## config.mk

```make
export PLATFORM = sky130hd
export DESIGN_NAME = periodic_min_image_distance
export DESIGN_NICKNAME = d
export VERILOG_FILES = /design/src/rtl/pmid_pkg.sv /design/src/rtl/periodic_min_image_distance.sv /design/src/rtl/pmid_axis.sv /design/src/rtl/pmid_sqrt_cell.sv
export SDC_FILE = /design/constraint.sdc
export NUM_CORES = 2
export LEC_CHECK = 0
export ABC_AREA = 1
export BUFFER_PORTS_ARGS = -buffer_cell sky130_fd_sc_hd__buf_2
export CAP_MARGIN = 20
export CORE_MARGIN = 2
export CORE_UTILIZATION = 65
export DETAILED_ROUTE_END_ITERATION = 7
export MAX_ROUTING_LAYER = met4
export PLACE_DENSITY = 0.91
export SLEW_MARGIN = 10
export SYNTH_ARGS = -nofsm -noshare
export SYNTH_HDL_FRONTEND = slang
export SYNTH_SLANG_ARGS = --single-unit
export TNS_END_PERCENT = 5
```

## constraint.sdc

```tcl
create_clock -name clk -period 63.7 [get_ports clk]
set_input_delay 12.74 -clock clk [delete_from_list [all_inputs] [get_ports clk]]
set_output_delay 12.74 -clock clk [all_outputs]
set_load 0.01 [all_outputs]
```

## src/rtl/pmid_pkg.sv

```systemverilog
// ---------------------------------------------------------------------------
// pmid_pkg
// Shared widths, register indexes and the square-root chain record for the
// periodic minimum-image distance block.
// ---------------------------------------------------------------------------
package pmid_pkg;

  // Domain extent registers
  localparam int DIM_W = 16;
  localparam logic [DIM_W-1:0] DIM_RESET = 16'hFFFF;

  // Configuration port
  localparam int CFG_IDX_W = 2;
  localparam logic [CFG_IDX_W-1:0] CFG_DOMAIN_WIDTH  = 2'd0;
  localparam logic [CFG_IDX_W-1:0] CFG_DOMAIN_HEIGHT = 2'd1;

  // Per-axis magnitude, clamped: anything at or above 2^17 squares past the cap
  localparam int MAG_W = 18;
  localparam logic [MAG_W-1:0] MAG_SAT = 18'h20000;
  localparam int SQ_W = 2 * MAG_W;

  // Least squared distance never exceeds 4*w*h < 2^34
  localparam int BEST_W = 34;
  localparam int ROOT_W = BEST_W / 2;
  localparam int REM_W  = ROOT_W + 3;

  // Result stream
  localparam int OUT_TDATA_W = ((ROOT_W + 7) / 8) * 8;

  // One item as it walks down the square-root chain
  typedef struct packed {
    logic              valid;
    logic              last;
    logic [BEST_W-1:0] rad;
    logic [REM_W-1:0]  rem;
    logic [ROOT_W-1:0] root;
  } sqrt_stage_t;

endpackage

```

## src/rtl/periodic_min_image_distance.sv

```systemverilog
// ---------------------------------------------------------------------------
// periodic_min_image_distance
// Minimum-image distance between two points in a 2-D periodic rectangle.
// ---------------------------------------------------------------------------
// Usage:
//   Input stream (in_*): one item per point pair, ref and other coordinates in
//   in_tdata, end-of-list flag on in_tlast. Result stream (out_*): floor of the
//   square root of the least squared distance over the nine periodic images,
//   capped at 4*width*height, with the list flag on out_tlast. Config port
//   (cfg_*): index 0 = domain width, 1 = domain height, other indexes ignored;
//   always ready. Write only while no item is in flight; not enforced.
// Pipeline and throughput:
//   From input accept to out_tvalid the item passes four stages per axis
//   (offsets, magnitudes, minimum, square), one stage for the sum and cap
//   compare, a chain of 17 square-root cells, one root bit each, and the
//   output register. One item per cycle sustained while in_tready is high.
// Reset:
//   Clears all valid bits and loads both extents with 65535.
// Stall:
//   The output register has a one-item skid stage behind it. in_tready drops
//   only when the skid stage is occupied; the whole pipeline then holds.
// ---------------------------------------------------------------------------
module periodic_min_image_distance #(
  parameter int COORD_BITS = 16
) (
  input  logic                                  clk,
  input  logic                                  rst_n,
  // in_tdata: ref_x, ref_y, other_x, other_y (from bit 0 up), zero padded
  input  logic [((4*COORD_BITS+7)/8)*8-1:0]     in_tdata,
  input  logic                                  in_tvalid,
  input  logic                                  in_tlast,
  output logic                                  in_tready,
  // out_tdata: distance (from bit 0 up), zero padded
  output logic [pmid_pkg::OUT_TDATA_W-1:0]      out_tdata,
  output logic                                  out_tvalid,
  output logic                                  out_tlast,
  input  logic                                  out_tready,
  // Configuration writes
  input  logic                                  cfg_valid,
  output logic                                  cfg_ready,
  input  logic [pmid_pkg::CFG_IDX_W-1:0]        cfg_index,
  input  logic [pmid_pkg::DIM_W-1:0]            cfg_data
);

  localparam int NSTG = 5;

  logic [pmid_pkg::DIM_W-1:0]    width_r, height_r;
  logic [2*pmid_pkg::DIM_W-1:0]  area_r;
  logic [pmid_pkg::BEST_W-1:0]   cap;
  logic                          en;
  logic [NSTG-1:0]               vld_r, last_r;
  logic [pmid_pkg::SQ_W-1:0]     sqx, sqy;
  logic [pmid_pkg::SQ_W:0]       sum;
  logic [pmid_pkg::BEST_W-1:0]   best_r;
  pmid_pkg::sqrt_stage_t         chain_head;
  pmid_pkg::sqrt_stage_t         chain [pmid_pkg::ROOT_W+1];
  logic                          pop, push;
  logic [pmid_pkg::ROOT_W-1:0]   dist_r, sk_dist_r;
  logic                          ovld_r, olast_r, sk_vld_r, sk_last_r;

  // Configuration registers
  assign cfg_ready = 1'b1;

  always_ff @(posedge clk) begin
    if (!rst_n) begin
      width_r  <= pmid_pkg::DIM_RESET;
      height_r <= pmid_pkg::DIM_RESET;
    end else if (cfg_valid) begin
      unique case (cfg_index)
        pmid_pkg::CFG_DOMAIN_WIDTH:  width_r  <= cfg_data;
        pmid_pkg::CFG_DOMAIN_HEIGHT: height_r <= cfg_data;
        default: ;
      endcase
    end
  end

  // Cap = 4 * width * height, registered product
  always_ff @(posedge clk) begin
    area_r <= width_r * height_r;
  end

  assign cap = {area_r, 2'b00};

  // Pipeline advances unless the skid stage holds an item
  assign en        = ~sk_vld_r;
  assign in_tready = en;

  always_ff @(posedge clk) begin
    if (!rst_n) begin
      vld_r <= '0;
    end else if (en) begin
      vld_r <= {vld_r[NSTG-2:0], in_tvalid};
    end
  end

  always_ff @(posedge clk) begin
    if (en) begin
      last_r <= {last_r[NSTG-2:0], in_tlast};
    end
  end

  // Per-axis least squared offset
  pmid_axis #(.COORD_BITS(COORD_BITS)) u_axis_x (
    .clk     (clk),
    .en      (en),
    .ref_c   (in_tdata[COORD_BITS-1:0]),
    .other_c (in_tdata[3*COORD_BITS-1:2*COORD_BITS]),
    .extent  (width_r),
    .sq      (sqx)
  );

  pmid_axis #(.COORD_BITS(COORD_BITS)) u_axis_y (
    .clk     (clk),
    .en      (en),
    .ref_c   (in_tdata[2*COORD_BITS-1:COORD_BITS]),
    .other_c (in_tdata[4*COORD_BITS-1:3*COORD_BITS]),
    .extent  (height_r),
    .sq      (sqy)
  );

  // Sum of the two axes, limited by the cap
  assign sum = {1'b0, sqx} + {1'b0, sqy};

  always_ff @(posedge clk) begin
    if (en) begin
      best_r <= (sum < (pmid_pkg::SQ_W+1)'(cap)) ? sum[pmid_pkg::BEST_W-1:0] : cap;
    end
  end

  // Square-root chain, most significant root bit first
  always_comb begin
    chain_head.valid = vld_r[NSTG-1];
    chain_head.last  = last_r[NSTG-1];
    chain_head.rad   = best_r;
    chain_head.rem   = '0;
    chain_head.root  = '0;
  end

  assign chain[0] = chain_head;

  for (genvar k = 0; k < pmid_pkg::ROOT_W; k++) begin : g_cell
    pmid_sqrt_cell #(.IDX(pmid_pkg::ROOT_W-1-k)) u_cell (
      .clk   (clk),
      .rst_n (rst_n),
      .en    (en),
      .s_in  (chain[k]),
      .s_out (chain[k+1])
    );
  end

  // Output register with one-item skid stage
  assign pop  = ovld_r & out_tready;
  assign push = en & chain[pmid_pkg::ROOT_W].valid;

  always_ff @(posedge clk) begin
    if (!rst_n) begin
      ovld_r   <= 1'b0;
      sk_vld_r <= 1'b0;
    end else if (sk_vld_r) begin
      if (pop) begin
        dist_r   <= sk_dist_r;
        olast_r  <= sk_last_r;
        sk_vld_r <= 1'b0;
      end
    end else if (push) begin
      if (!ovld_r || pop) begin
        dist_r  <= chain[pmid_pkg::ROOT_W].root;
        olast_r <= chain[pmid_pkg::ROOT_W].last;
        ovld_r  <= 1'b1;
      end else begin
        sk_dist_r <= chain[pmid_pkg::ROOT_W].root;
        sk_last_r <= chain[pmid_pkg::ROOT_W].last;
        sk_vld_r  <= 1'b1;
      end
    end else if (pop) begin
      ovld_r <= 1'b0;
    end
  end

  assign out_tvalid = ovld_r;
  assign out_tlast  = olast_r;
  assign out_tdata  = pmid_pkg::OUT_TDATA_W'(dist_r);

endmodule

```

## src/rtl/pmid_axis.sv

```systemverilog
// ---------------------------------------------------------------------------
// pmid_axis
// One axis of the minimum-image search: forms the offset to the other point
// for the three periodic shifts, keeps the least magnitude and squares it.
// Four register stages.
// ---------------------------------------------------------------------------
module pmid_axis #(
  parameter int COORD_BITS = 16
) (
  input  logic                            clk,
  input  logic                            en,
  input  logic [COORD_BITS-1:0]           ref_c,
  input  logic [COORD_BITS-1:0]           other_c,
  input  logic [pmid_pkg::DIM_W-1:0]      extent,
  output logic [pmid_pkg::SQ_W-1:0]       sq
);

  localparam int DW = ((COORD_BITS > pmid_pkg::DIM_W) ? COORD_BITS : pmid_pkg::DIM_W) + 2;

  logic signed [DW-1:0] p_ext, q_ext, l_ext;
  logic signed [DW-1:0] d0_r, dm_r, dp_r;
  logic [pmid_pkg::MAG_W-1:0] m0_r, mm_r, mp_r;
  logic [pmid_pkg::MAG_W-1:0] min_r, min_a;
  logic [pmid_pkg::SQ_W-1:0]  sq_r;

  // Absolute value, clamped to where the square already exceeds any cap
  function automatic logic [pmid_pkg::MAG_W-1:0] mag_clamp(input logic signed [DW-1:0] v);
    logic [DW-1:0] mag;
    mag = v[DW-1] ? DW'(-v) : DW'(v);
    if (|mag[DW-1:pmid_pkg::MAG_W-1]) begin
      mag_clamp = pmid_pkg::MAG_SAT;
    end else begin
      mag_clamp = {1'b0, mag[pmid_pkg::MAG_W-2:0]};
    end
  endfunction

  assign p_ext = $signed(DW'(ref_c));
  assign q_ext = $signed(DW'(other_c));
  assign l_ext = $signed(DW'(extent));

  // Stage 1: offsets for shifts -1, 0, +1
  always_ff @(posedge clk) begin
    if (en) begin
      d0_r <= p_ext - q_ext;
      dm_r <= p_ext - q_ext - l_ext;
      dp_r <= p_ext - q_ext + l_ext;
    end
  end

  // Stage 2: clamped magnitudes
  always_ff @(posedge clk) begin
    if (en) begin
      m0_r <= mag_clamp(d0_r);
      mm_r <= mag_clamp(dm_r);
      mp_r <= mag_clamp(dp_r);
    end
  end

  // Stage 3: least of the three
  always_comb begin
    min_a = (mm_r < m0_r) ? mm_r : m0_r;
    if (mp_r < min_a) begin
      min_a = mp_r;
    end
  end

  always_ff @(posedge clk) begin
    if (en) begin
      min_r <= min_a;
    end
  end

  // Stage 4: square
  always_ff @(posedge clk) begin
    if (en) begin
      sq_r <= min_r * min_r;
    end
  end

  assign sq = sq_r;

endmodule

```

## src/rtl/pmid_sqrt_cell.sv

```systemverilog
// ---------------------------------------------------------------------------
// pmid_sqrt_cell
// One cell of the restoring square-root chain: brings down two radicand bits,
// tries the next root bit and passes the item on to its neighbor.
// ---------------------------------------------------------------------------
module pmid_sqrt_cell #(
  parameter int IDX = 0
) (
  input  logic                  clk,
  input  logic                  rst_n,
  input  logic                  en,
  input  pmid_pkg::sqrt_stage_t s_in,
  output pmid_pkg::sqrt_stage_t s_out
);

  pmid_pkg::sqrt_stage_t s_r, s_nxt;
  logic [pmid_pkg::REM_W-1:0] rem_sh, trial;

  // Trial subtract of (4*root + 1)
  always_comb begin
    rem_sh = {s_in.rem[pmid_pkg::REM_W-3:0], s_in.rad[2*IDX+1 -: 2]};
    trial  = {1'b0, s_in.root, 2'b01};
    s_nxt  = s_in;
    if (rem_sh >= trial) begin
      s_nxt.rem  = rem_sh - trial;
      s_nxt.root = {s_in.root[pmid_pkg::ROOT_W-2:0], 1'b1};
    end else begin
      s_nxt.rem  = rem_sh;
      s_nxt.root = {s_in.root[pmid_pkg::ROOT_W-2:0], 1'b0};
    end
  end

  always_ff @(posedge clk) begin
    if (!rst_n) begin
      s_r.valid <= 1'b0;
    end else if (en) begin
      s_r <= s_nxt;
    end
  end

  assign s_out = s_r;

endmodule
```

==> flow_summary.yaml <==
timing:
  grt_setup_unrepaired: "no"
  slew_headroom: 0.2408
  fmax_mhz: 58.70
  finalClockSkew_ns: 0.04338
  worst_pin_slew_ns: 1.139
  drv_slew: 0
  setup-tns-final_ns: 0
  hold_viol: 0
  finalCriticalPeriod_ns: 17.04
  period_share: 0.2674
  setup_viol: 0
global_routing:
  top_usage_layer: "met2"
  grtUsageMet3: 0.04570
  gr-total-overflow: 0
  antenna_found_initial: 1
  grt_max_degree: 207
  grt_pass1_wl_um: 339500
  met1_usage: 0.3595
  grt_usage: 0.3201
  grt_pass1_vias: 67360
  grtUsageMet2: 0.5512
hold_path:
  hold_class: "reg -> reg"
  holdPathStages: 0
setup_path:
  crit_fanout: 206
  arrival_ns: 17.38
  start_kind: "input pin"
  worstPathRequired_ns: 64.05
  r2r_cells: 22
  worstSetupPathType: "in -> reg"
  end_kind: "flop"
yosys:
  synthAdderAreaFrac: 0.2524
  synth_cell_type_count: 64
  synth_area_per_cell_sq_um: 9.503
  synthXorXnorAreaFrac: 0.04758
  synthMuxAreaShare: 0.0002576
  synth_cells: 9202
  synthFlopType: "edfxtp_1"
  synth_commonest_cells: "1,894 x inv_1, 1,822 x nand2_1, 1,103 x edfxtp_1, 732 x ha_1, 645 x fa_1"
  synth_most_common_cell: "inv_1"
  synth_top_area_frac: 0.3788
  synthArstFlopShare: 0
  yosys-top-cells-area: "edfxtp_1 38%, fa_1 15%, ha_1 10%"
  synth_top_family_by_area: "adder cells"
  synth_edf_count: 1103
  synth_seq_cells: 1191
  seq_area_frac_synth: 0.3989
  synthSimpleGateAreaFrac: 0.1370
  yosysWarnings: 0
  netlist_area_sq_um: 87450
  yosys.area.top_type: "edfxtp_1"
  synth_compound_area_frac: 0.06991
route:
  num_vias: 64500
  drc: 0
  ant_nets: 0
  dr.pass1.iters: 8
  wire_per_inst_um: 19.13
  drt_iter0_drc: 6520
  wl_um: 212300
  viasPerCell: 5.812
clock_tree:
  clock_sinks: 1191
  postCtsHoldBufs: 0
  h-tree-depth: 3
  insertion_delay_ns: 0.76
  cts_setup_buffers: 0
  ctsResizeCount: 0
  root_buffer: "clkbuf_16"
  cts_buffers: 118
  cts_tree: "built"
  cts.path.max_buffers: 3
  clk_pin_slew_ns: 0.06
floorplan:
  rows: 134
  dieArea_sq_um: 137500
  start_util: 0.6552
  die_h_um: 370.8
  die_w_um: 370.8
  core_area_sq_um: 133500
  boundaryPins: 116
cells_and_area:
  area.growth.synth_to_final_pct: 7.111
  diodes: 0
  final_nets: 10690
  drive_above_1_share: 0.04524
  nFillCells: 9058
place:
  port_buffers: 107
  place_congestion: 0.9611
  place_hpwl_um: 156800
outcome:
  status: "completed"
run:
  drv_cap: 0
[flip-flops by register name, summed over array words and instances (netlist names), 32 cells and up]
name / count
g_cell.u_cell.s_out: 727
u_axis_x.sq: 35
u_axis_y.sq: 35
best_r: 34
area_r: 32
[cells in the final DEF (no fill, tap or decap), types with 88 or more instances in the layout]
master     count
xor2_1       310
nor2_1       511
inv_1       1894
a21oi_1      450
clkbuf_16    119
nand3_1      234
o21ai_0      394
nand2_1     1822
xnor2_1      165
fa_1         645
edfxtp_1    1103
dfxtp_1       88
nor3_1       100
nand4_1       98
ha_1         732
buf_2        107
[worst paths after layout]
kind / endpoint / slack (ns) / startpoint
max: g_cell[0].u_cell.s_out[54]$_DFFE_PP_ / 46.66 / rst_n
min: g_cell[1].u_cell.s_out[54]$_DFFE_PP_ / 0.38 / g_cell[0].u_cell.s_out[54]$_DFFE_PP_
max reg2reg: u_axis_x.sq[31]$_DFFE_PN_ / 56.57 / u_axis_x.min_r[5]$_DFFE_PN_
min reg2reg: g_cell[1].u_cell.s_out[54]$_DFFE_PP_ / 0.38 / g_cell[0].u_cell.s_out[54]$_DFFE_PP_
[through the flow]
stage / cell area [sq um] / hold slack (ns) / std cells / setup WS (ns) / util
after global placement: 89480 / 0.4001 / 10870 / 45.56 / 0.6705
after CTS: 93620 / 0.3867 / 11100 / 46.03 / 0.7015
after global routing: 93660 / 0.3938 / 11100 / 46.40 / 0.7018
after detailed placement: 89480 / 0.4045 / 10870 / 45.25 / 0.6705
after floorplan: 87480 / 0.4003 / 9211 / 19.46 / -
final: 93660 / 0.3810 / 11100 / 46.66 / 0.7018
[worst max-delay path: stages]
cell and delay [ns]:
buf_2 0.07, buf_4 0.36, inv_1 0.24, nor2_4 0.71, buf_4 0.41, buf_4 0.88, buf_12 0.88, buf_4 0.90
[per-layer routing]
metal | part of all wire | vias up | wire length, um
met2 | 0.51 | 3297 | 107300
li1 | - | 29540 | -
met5 | 0 | - | 0
met1 | 0.36 | 30750 | 76530
met4 | 0.065 | 0 | 13760
met3 | 0.069 | 916 | 14740
[logic make-up (layout without fill, tap and decap cells)]
kind of cell | Yosys count | in the layout
fa+ha+maj | 1377 | 1377
xor+xnor | 475 | 475
buf+inv | 2159 | 2277
simple gates | 2893 | 2893
flops | 1191 | 1191
mux | 2 | 2
other cells | 2 | 11
compound gates | 1103 | 1103
[layout make-up]
class | count | area [sq um] | share of cell area
Sequential cell | 1191 | 34880 | 0.3724
Tap cell | 1768 | 2212 | 0.02362
Clock inverter | 87 | 1039 | 0.01109
Clock buffer | 138 | 3099 | 0.03309
Inverter | 1910 | 7177 | 0.07662
Multi-Input combinational cell | 5861 | 44410 | 0.4741
Timing Repair Buffer | 142 | 843.3 | 0.009004
Power is not shown: default switching activity piles up to over one toggle a cycle in this logic, so the estimate is an artifact.
